<file path="src/rtl/core/rntt_pkg.sv">
package rntt_pkg;

   localparam int MAX_LOG_SIZE = 6;
   localparam int MAX_SIZE     = 1 << MAX_LOG_SIZE;
   localparam int COEFF_WIDTH  = 62;
   localparam int WORD_WIDTH   = 64;
   localparam int ADDR_WIDTH   = MAX_LOG_SIZE;
   localparam int CNT_WIDTH    = MAX_LOG_SIZE + 1;
   localparam int LOG_WIDTH    = 3;
   localparam int STAGE_WIDTH  = 3;
   localparam int PROD_WIDTH   = 2 * WORD_WIDTH;
   localparam int HALF_WIDTH   = WORD_WIDTH / 2;

   typedef enum logic [1:0] {
      CSR_MODULUS     = 2'd0,
      CSR_Q_INV       = 2'd1,
      CSR_LOG_SIZE    = 2'd2,
      CSR_REDUCE_MODE = 2'd3
   } csr_index_type;

   typedef enum logic [1:0] {
      WR_LOAD = 2'd0,
      WR_DIFF = 2'd1,
      WR_SUM  = 2'd2
   } wr_sel_type;

   typedef enum logic [1:0] {
      MS_FIRST  = 2'd0,
      MS_SECOND = 2'd1,
      MS_THIRD  = 2'd2
   } mul_step_type;

   typedef enum logic [3:0] {
      ST_LOAD,
      ST_READ,
      ST_MUL_GO,
      ST_MUL_WAIT,
      ST_FIX,
      ST_WR_HI,
      ST_WR_LO,
      ST_EMIT_RD,
      ST_EMIT_SHOW
   } state_type;

   typedef struct packed {
      logic                  load_we;
      logic                  wr_en;
      wr_sel_type            wr_sel;
      logic [ADDR_WIDTH-1:0] wr_addr;
      logic                  rd_en;
      logic [ADDR_WIDTH-1:0] rd_addr_a;
      logic [ADDR_WIDTH-1:0] rd_addr_b;
      logic [ADDR_WIDTH-1:0] tw_addr;
      logic                  mul_start;
      logic                  capture;
      mul_step_type          mul_step;
      logic                  fix;
   } cmd_type;

   typedef struct packed {
      logic mul_done;
   } stat_type;

   function automatic logic [LOG_WIDTH-1:0] row_log(input logic [LOG_WIDTH-1:0] lg);
      logic [LOG_WIDTH-1:0] r;
      r = lg;
      if (lg == '0) begin
         r = LOG_WIDTH'(1);
      end else if (lg > LOG_WIDTH'(MAX_LOG_SIZE)) begin
         r = LOG_WIDTH'(MAX_LOG_SIZE);
      end
      return r;
   endfunction

endpackage

</file>
<file path="src/rtl/core/rntt_ctrl.sv">
module rntt_ctrl (
   input  logic                                clock,
   input  logic                                reset,
   input  logic [rntt_pkg::LOG_WIDTH-1:0]      log_size,
   input  logic                                req_tvalid,
   output logic                                req_tready,
   output logic                                rsp_tvalid,
   input  logic                                rsp_tready,
   output logic [rntt_pkg::ADDR_WIDTH-1:0]     rsp_position,
   output logic                                rsp_last,
   input  rntt_pkg::stat_type                  stat,
   output rntt_pkg::cmd_type                   cmd
);

   localparam int AW = rntt_pkg::ADDR_WIDTH;
   localparam int CN = rntt_pkg::CNT_WIDTH;
   localparam int LW = rntt_pkg::LOG_WIDTH;

   rntt_pkg::state_type    state_ff, state_in;
   rntt_pkg::mul_step_type step_ff, step_in;
   logic [CN-1:0]          load_ff, load_in;
   logic [LW-1:0]          lg_ff, lg_in;
   logic [LW-1:0]          s_ff, s_in;
   logic [AW-1:0]          b_ff, b_in;
   logic [AW-1:0]          k_ff, k_in;

   logic [LW-1:0] lg_now, logt;
   logic [CN-1:0] n_now, load_next;
   logic [AW-1:0] tmask, lo_addr, hi_addr, tw_addr, half_last, n_last;

   always_comb begin
      lg_now    = rntt_pkg::row_log(log_size);
      n_now     = CN'(1) << lg_now;
      load_next = load_ff + CN'(1);
      logt      = lg_ff - s_ff - LW'(1);
      tmask     = (AW'(1) << logt) - AW'(1);
      lo_addr   = b_ff + (b_ff & ~tmask);
      hi_addr   = lo_addr + tmask + AW'(1);
      tw_addr   = (AW'(1) << s_ff) + (b_ff >> logt);
      half_last = (AW'(1) << (lg_ff - LW'(1))) - AW'(1);
      n_last    = AW'((CN'(1) << lg_ff) - CN'(1));
   end

   always_ff @(posedge clock) begin
      if (reset) begin
         state_ff <= rntt_pkg::ST_LOAD;
         step_ff  <= rntt_pkg::MS_FIRST;
         load_ff  <= '0;
         lg_ff    <= LW'(rntt_pkg::MAX_LOG_SIZE);
         s_ff     <= '0;
         b_ff     <= '0;
         k_ff     <= '0;
      end else begin
         state_ff <= state_in;
         step_ff  <= step_in;
         load_ff  <= load_in;
         lg_ff    <= lg_in;
         s_ff     <= s_in;
         b_ff     <= b_in;
         k_ff     <= k_in;
      end
   end

   always_comb begin
      state_in = state_ff;
      step_in  = step_ff;
      load_in  = load_ff;
      lg_in    = lg_ff;
      s_in     = s_ff;
      b_in     = b_ff;
      k_in     = k_ff;

      req_tready = 1'b0;
      rsp_tvalid = 1'b0;

      cmd           = '0;
      cmd.wr_sel    = rntt_pkg::WR_LOAD;
      cmd.mul_step  = step_ff;
      cmd.wr_addr   = load_ff[AW-1:0];
      cmd.rd_addr_a = lo_addr;
      cmd.rd_addr_b = hi_addr;
      cmd.tw_addr   = tw_addr;

      case (state_ff)
         rntt_pkg::ST_LOAD: begin
            req_tready = 1'b1;
            if (req_tvalid) begin
               cmd.wr_en   = 1'b1;
               cmd.load_we = 1'b1;
               if (load_next >= n_now) begin
                  load_in  = '0;
                  lg_in    = lg_now;
                  s_in     = '0;
                  b_in     = '0;
                  state_in = rntt_pkg::ST_READ;
               end else begin
                  load_in = load_next;
               end
            end
         end
         rntt_pkg::ST_READ: begin
            cmd.rd_en = 1'b1;
            step_in   = rntt_pkg::MS_FIRST;
            state_in  = rntt_pkg::ST_MUL_GO;
         end
         rntt_pkg::ST_MUL_GO: begin
            cmd.mul_start = 1'b1;
            state_in      = rntt_pkg::ST_MUL_WAIT;
         end
         rntt_pkg::ST_MUL_WAIT: begin
            if (stat.mul_done) begin
               cmd.capture = 1'b1;
               case (step_ff)
                  rntt_pkg::MS_FIRST: begin
                     step_in  = rntt_pkg::MS_SECOND;
                     state_in = rntt_pkg::ST_MUL_GO;
                  end
                  rntt_pkg::MS_SECOND: begin
                     step_in  = rntt_pkg::MS_THIRD;
                     state_in = rntt_pkg::ST_MUL_GO;
                  end
                  default: begin
                     state_in = rntt_pkg::ST_FIX;
                  end
               endcase
            end
         end
         rntt_pkg::ST_FIX: begin
            cmd.fix  = 1'b1;
            state_in = rntt_pkg::ST_WR_HI;
         end
         rntt_pkg::ST_WR_HI: begin
            cmd.wr_en   = 1'b1;
            cmd.wr_sel  = rntt_pkg::WR_DIFF;
            cmd.wr_addr = hi_addr;
            state_in    = rntt_pkg::ST_WR_LO;
         end
         rntt_pkg::ST_WR_LO: begin
            cmd.wr_en   = 1'b1;
            cmd.wr_sel  = rntt_pkg::WR_SUM;
            cmd.wr_addr = lo_addr;
            state_in    = rntt_pkg::ST_READ;
            if (b_ff == half_last) begin
               b_in = '0;
               if (s_ff == lg_ff - LW'(1)) begin
                  k_in     = '0;
                  state_in = rntt_pkg::ST_EMIT_RD;
               end else begin
                  s_in = s_ff + LW'(1);
               end
            end else begin
               b_in = b_ff + AW'(1);
            end
         end
         rntt_pkg::ST_EMIT_RD: begin
            cmd.rd_en     = 1'b1;
            cmd.rd_addr_a = k_ff;
            state_in      = rntt_pkg::ST_EMIT_SHOW;
         end
         rntt_pkg::ST_EMIT_SHOW: begin
            rsp_tvalid = 1'b1;
            if (rsp_tready) begin
               if (k_ff == n_last) begin
                  k_in     = '0;
                  state_in = rntt_pkg::ST_LOAD;
               end else begin
                  k_in     = k_ff + AW'(1);
                  state_in = rntt_pkg::ST_EMIT_RD;
               end
            end
         end
         default: begin
            state_in = rntt_pkg::ST_LOAD;
         end
      endcase
   end

   assign rsp_position = k_ff;
   assign rsp_last     = (k_ff == n_last);

endmodule

</file>
<file path="config.mk">
export PLATFORM = sky130hd
export DESIGN_NAME = rntt_ctrl
export DESIGN_NICKNAME = d
export VERILOG_FILES = /design/src/rtl/core/rntt_pkg.sv /design/src/rtl/core/rntt_ctrl.sv
export SDC_FILE = /design/constraint.sdc
export NUM_CORES = 1
export LEC_CHECK = 0
export BUFFER_PORTS_ARGS = -buffer_cell sky130_fd_sc_hd__buf_2
export CAP_MARGIN = 40
export CORE_ASPECT_RATIO = 0.7
export CORE_MARGIN = 4
export CORE_UTILIZATION = 59
export CTS_CLUSTER_SIZE = 28
export DETAILED_ROUTE_END_ITERATION = 6
export GPL_TIMING_DRIVEN = 0
export PLACE_DENSITY = 0.9
export SLEW_MARGIN = 25
export SYNTH_ARGS = -nofsm -noshare
export SYNTH_HDL_FRONTEND = slang
export SYNTH_SLANG_ARGS = --single-unit
</file>
<file path="constraint.sdc">
create_clock -name clock -period 5.14 [get_ports clock]
set_clock_uncertainty 0.1 [all_clocks]
set_input_delay 0.514 -clock clock [delete_from_list [all_inputs] [get_ports clock]]
set_output_delay 0.514 -clock clock [all_outputs]
set_load 0.02 [all_outputs]
</file>
Word level (Yosys, flattened, before mapping)

Cells that the tools add are included.

Mux-type cells: 41
Shift operators: 6
Reductions and logical operators: 16
$lt $le $gt $ge: 2
Add/sub/neg operators: 14
Bitwise logic cells: 2
Equal/unequal tests: 20

Operators with widths:

| kind                                              | number |
|---|---|
| 2-to-1 mux 6 bit                                  | 8 |
| case mux 4 bit (9 select lines)                   | 1 |
| 2-to-1 mux 3 bit                                  | 10 |
| case mux 6 bit (2 select lines)                   | 2 |
| left shift 1 x 3 -> 6 bit (first input constant)  | 4 |
| adder 6 x 1 -> 6 bit (second input constant)      | 3 |
| adder 6 bit                                       | 3 |
| subtractor 6 x 2 -> 6 bit (second input constant) | 3 |
| == test 4 x 3 -> 1 bit (second input constant)    | 4 |
| 2-to-1 mux 4 bit                                  | 4 |
| case mux 8 bit (2 select lines)                   | 1 |
| != test 2 bit (second input constant)             | 7 |
| == test 6 bit                                     | 2 |
| AND reduction 3 bit                               | 3 |
| == test 4 x 2 -> 1 bit (second input constant)    | 2 |
| 2-to-1 mux 1 bit                                  | 8 |
| case mux 2 bit (2 select lines)                   | 2 |
| AND reduction 4 bit                               | 2 |
| adder 7 x 1 -> 7 bit (second input constant)      | 1 |
| greater-or-equal comparator 7 bit                 | 1 |
| 2-to-1 mux 7 bit                                  | 1 |
| left shift 1 x 3 -> 7 bit (first input constant)  | 1 |
| AND 6 bit                                         | 1 |
| NOT 6 bit                                         | 1 |
| 20 further kinds                                  | 26 |

Output and inout bits: 43
Register bits after elaboration: 31

Logic depth before layout (Yosys ltp)

Word-level depth: 10
Mapped depth: 24

Least setup slack after synthesis

Ideal clock, no wire load.

Path type: reg2out
From: register s_ff[0]
To: output cmd[29] in the netlist's numbering
Data arrival time: 4297 ps
Slack: 229 ps
Cell stages (with the launch flop): 21
Data required time: 4526 ps
Cells stage by stage: dfxtp_1 -> inv_1 -> ha_1 -> inv_1 -> fa_1 -> clkbuf_1 -> clkbuf_1 -> nand3_1 -> ha_1 -> nor2b_1 -> ha_1 -> a21oi_1 -> a21boi_0 -> o21ai_0 -> xnor2_1 -> inv_1 -> ha_1 -> o41ai_2 -> xor2_1 -> a22oi_1 -> o21ai_1

RTL lines:

| item                   | line            | source |
|---|---|---|
| from (decl)            | rntt_ctrl.sv:23 | `logic [LW-1:0] s_ff, s_in;` |
| from (signal assigned) | rntt_ctrl.sv:58 | `s_ff <= s_in;` |
| to (decl)              | rntt_ctrl.sv:12 | `output rntt_pkg::cmd_type cmd` |

==> flow_metrics.env <==
export IMPL_status="completed"
export IMPL_yosysSeqAreaShare=0.176
export IMPL_syn_inst=462
export IMPL_via_per_inst=6.49
export IMPL_place_ws_ns=-0.707
export IMPL_die_h_um=72.7
export IMPL_fin_crit_ns=5.04
export IMPL_holdWs_ns=0.375
export IMPL_grt_max_degree=11
export IMPL_drtAntennaViolNets=0
export IMPL_yosysWarnings=0
export IMPL_critPathLaunchType="flip-flop"
export IMPL_rows=23
export IMPL_routabilityCongestion=0.940
export IMPL_p_per_area_nw_per_um2=285
export IMPL_instances_no_fill=610
export IMPL_path_clk_slew_ns=0.07
export IMPL_p_total_mw=1.23
export IMPL_finalMaxSlewViolations=0
export IMPL_place_hpwl_mm=7.81
export IMPL_worst_slack_ns=0.104
export IMPL_dp_cells=586
export IMPL_grt_util_all_layers=0.301
export IMPL_grt_pass1_wl_mm=17.9
export IMPL_clock_latency_ns=0.30
export IMPL_cts_buffer_depth=2
export IMPL_synth_async_reset_ratio=0
export IMPL_arrival_ns=4.42
export IMPL_drive_above_1_share=0.256
export IMPL_post_drt_wl_per_cell_um=18.1
export IMPL_cts_max_level=2
export IMPL_clock_sinks=31
export IMPL_ctsHoldBuffers=0
export IMPL_synth_main_ff_cell="dfxtp_1"
export IMPL_final_area_um2=4300
export IMPL_critPathMaxFanout=7
export IMPL_max_stage_delay_ns=0.38
export IMPL_place_area_um2=3860
export IMPL_fin_crit_sh=0.980
export IMPL_die_area_um2=7300
export IMPL_grt_pass1_vias=3739
export IMPL_peakVddDrop_uv=384
export IMPL_root_buffer="clkbuf_8"
export IMPL_synth_cell_types=74
export IMPL_cp_slowest_cell="dfxtp_2"
export IMPL_io_buffers=49
export IMPL_hp_class="in -> reg"
export IMPL_pin_count=51
export IMPL_setup_viol=0
export IMPL_r2r_slack_ns=1.68
export IMPL_firstDrtPassIters=7
export IMPL_cp_required_ns=4.53
export IMPL_synth_edf_count=0
export IMPL_layout_nets=579
export IMPL_drc=0
export IMPL_hold_viol=0
export IMPL_cts_buffers=5
export IMPL_tns_ns=0
export IMPL_start_util=0.613
export IMPL_core_area_um2=5760
export IMPL_nFillCells=424
export IMPL_cts_tree="built"
export IMPL_die_w_um=100
export IMPL_via_count=3961
export IMPL_grt_overflow=0
export IMPL_antenna_found_initial=0
export IMPL_syn_to_final_growth_pct=22.1
export IMPL_critPathBufInv=6
export IMPL_cp_top_family="adder cells"
export IMPL_max_freq_ghz=0.199
export IMPL_synth_seq_cells=31
export IMPL_worstMarginPinSlew_ns=0.716
export IMPL_critical_path_class="reg -> out"
export IMPL_synthesis_nets=507
export IMPL_max_slew_margin=0.519
export IMPL_critPathCaptureType="output pin"
export IMPL_crit_chain="ha_2 > inv_1 > fa_2 > xnor3_2 > buf_6 > inv_4 > nor2_4 > inv_4 > ha_4 > nor2_1 > mux2i_1 > o21ai_1 > nand2_1 > xnor2_2 > inv_2 > ha_4 > nor2_1 > nor2_2 > o41ai_4 > xor2_2 > o22ai_2 > a22oi_2 > o21ai_1 > buf_4"
export IMPL_drtIter0Drc=595
export IMPL_antenna_cells=0
export IMPL_drt_total_wl_mm=11.0
export IMPL_cap_violations=0
export IMPL_final_util=0.748
export IMPL_syn_avg_cell_area_um2=7.63
export IMPL_power_leakage_nw=1.89
export IMPL_syn_area_um2=3530
==> what timing repair did <==
item                                    CTS  global route
resized for setup                        22            18
pin swaps                                11            14
endpoints found under the setup margin    7             2
setup buffers                            11             7
==> cell families after synthesis <==
family | count (synthesis) | share of synthesized area
adders and majority gates | 37 | 0.138
and+or+nand+nor | 167 | 0.254
buffers and inverters | 52 | 0.0607
xor gates and xnor gates | 38 | 0.105
other | 1 | 0.00106
DFF | 31 | 0.176
muxes | 11 | 0.0369
AOI/OAI and AO/OA | 125 | 0.229
==> Yosys cell counts, types with 9 or more instances <==
library cell	count	share of area
xor2_1	16	0.040
clkbuf_1	21	0.022
xnor2_1	18	0.045
nor2_1	36	0.038
inv_1	17	0.018
nand2_1	38	0.040
nor3_1	11	0.016
o21ai_0	21	0.030
and3_1	10	0.018
nand3_1	17	0.024
dfxtp_1	31	0.18
ha_1	34	0.12
nand2b_1	9	0.016
a21oi_1	47	0.067
==> cells in the final DEF (no fill, tap or decap), types with 3 or more instances in the layout <==
cell / Yosys / final
ha_1: 34 / 28
nand2b_1: 9 / 8
inv_2: 1 / 3
a21oi_1: 47 / 46
or4_1: 3 / 3
nand2_1: 38 / 38
o31ai_1: 6 / 6
nand3b_1: 4 / 4
xor2_1: 16 / 13
mux2i_1: 4 / 4
o21ai_0: 21 / 19
a21o_1: 4 / 4
inv_1: 17 / 14
xor2_2: 2 / 4
buf_2: 7 / 54
and2b_1: 3 / 3
mux2_2: 6 / 6
nor2_1: 36 / 34
clkbuf_8: 0 / 7
nor2b_1: 7 / 7
a22oi_1: 6 / 6
a31oi_1: 3 / 3
xnor2_1: 18 / 17
or3_1: 4 / 4
ha_4: 0 / 4
nand3_1: 17 / 16
nor3b_1: 3 / 3
nand4b_1: 3 / 3
nor3_1: 11 / 10
and3_1: 10 / 10
o21ai_1: 2 / 3
dfxtp_1: 31 / 29
nand4_1: 3 / 3
clkbuf_1: 21 / 19
a311oi_1: 4 / 4
buf_4: 0 / 19
a211oi_1: 4 / 4
==> cell type report <==
type / instances / area, um2 / share of cell area
plain buffers: 29 / 135 / 0.0314
clock inverters: 2 / 35.0 / 0.00814
repair buffers: 67 / 389 / 0.0904
inverters: 21 / 83.8 / 0.0195
clock buffers: 6 / 82.6 / 0.0192
multi-input cells: 379 / 2860 / 0.665
well taps: 75 / 93.8 / 0.0218
flip-flops and latches: 31 / 623 / 0.145
==> power by group <==
part           internal, mW  switching [mW]
logic                 0.278           0.426
registers             0.252          0.0142
clock network         0.157           0.100
total                 0.687           0.540
==> routing by layer <==
| metal | track usage | vias to the layer above | routed length [um] |
|---|---|---|---|
| li1 | - | 1807 | - |
| met1 | 0.414 | 1862 | 4580 |
| met2 | 0.479 | 274 | 5050 |
| met3 | 0.0602 | 18 | 1270 |
| met4 | 0.0927 | 0 | 136 |
| met5 | 0 | - | 0 |
==> path summary, 6_finish.rpt <==
path                                  from           to  cells after the start
worst max-delay path              lg_ff[0]      cmd[29]                     24
worst min-delay path                  stat  state_ff[1]                      2
worst max register to register    lg_ff[1]      b_ff[3]                     13
worst min register to register  load_ff[6]   load_ff[6]                      2
==> state kept, by name, summed over array words and instances (netlist names) <==
name	count
s_ff	3
state_ff	4
lg_ff	3
step_ff	2
rsp_position	6
load_ff	7
b_ff	6
Note: power is estimated with default switching activity, not from simulation.
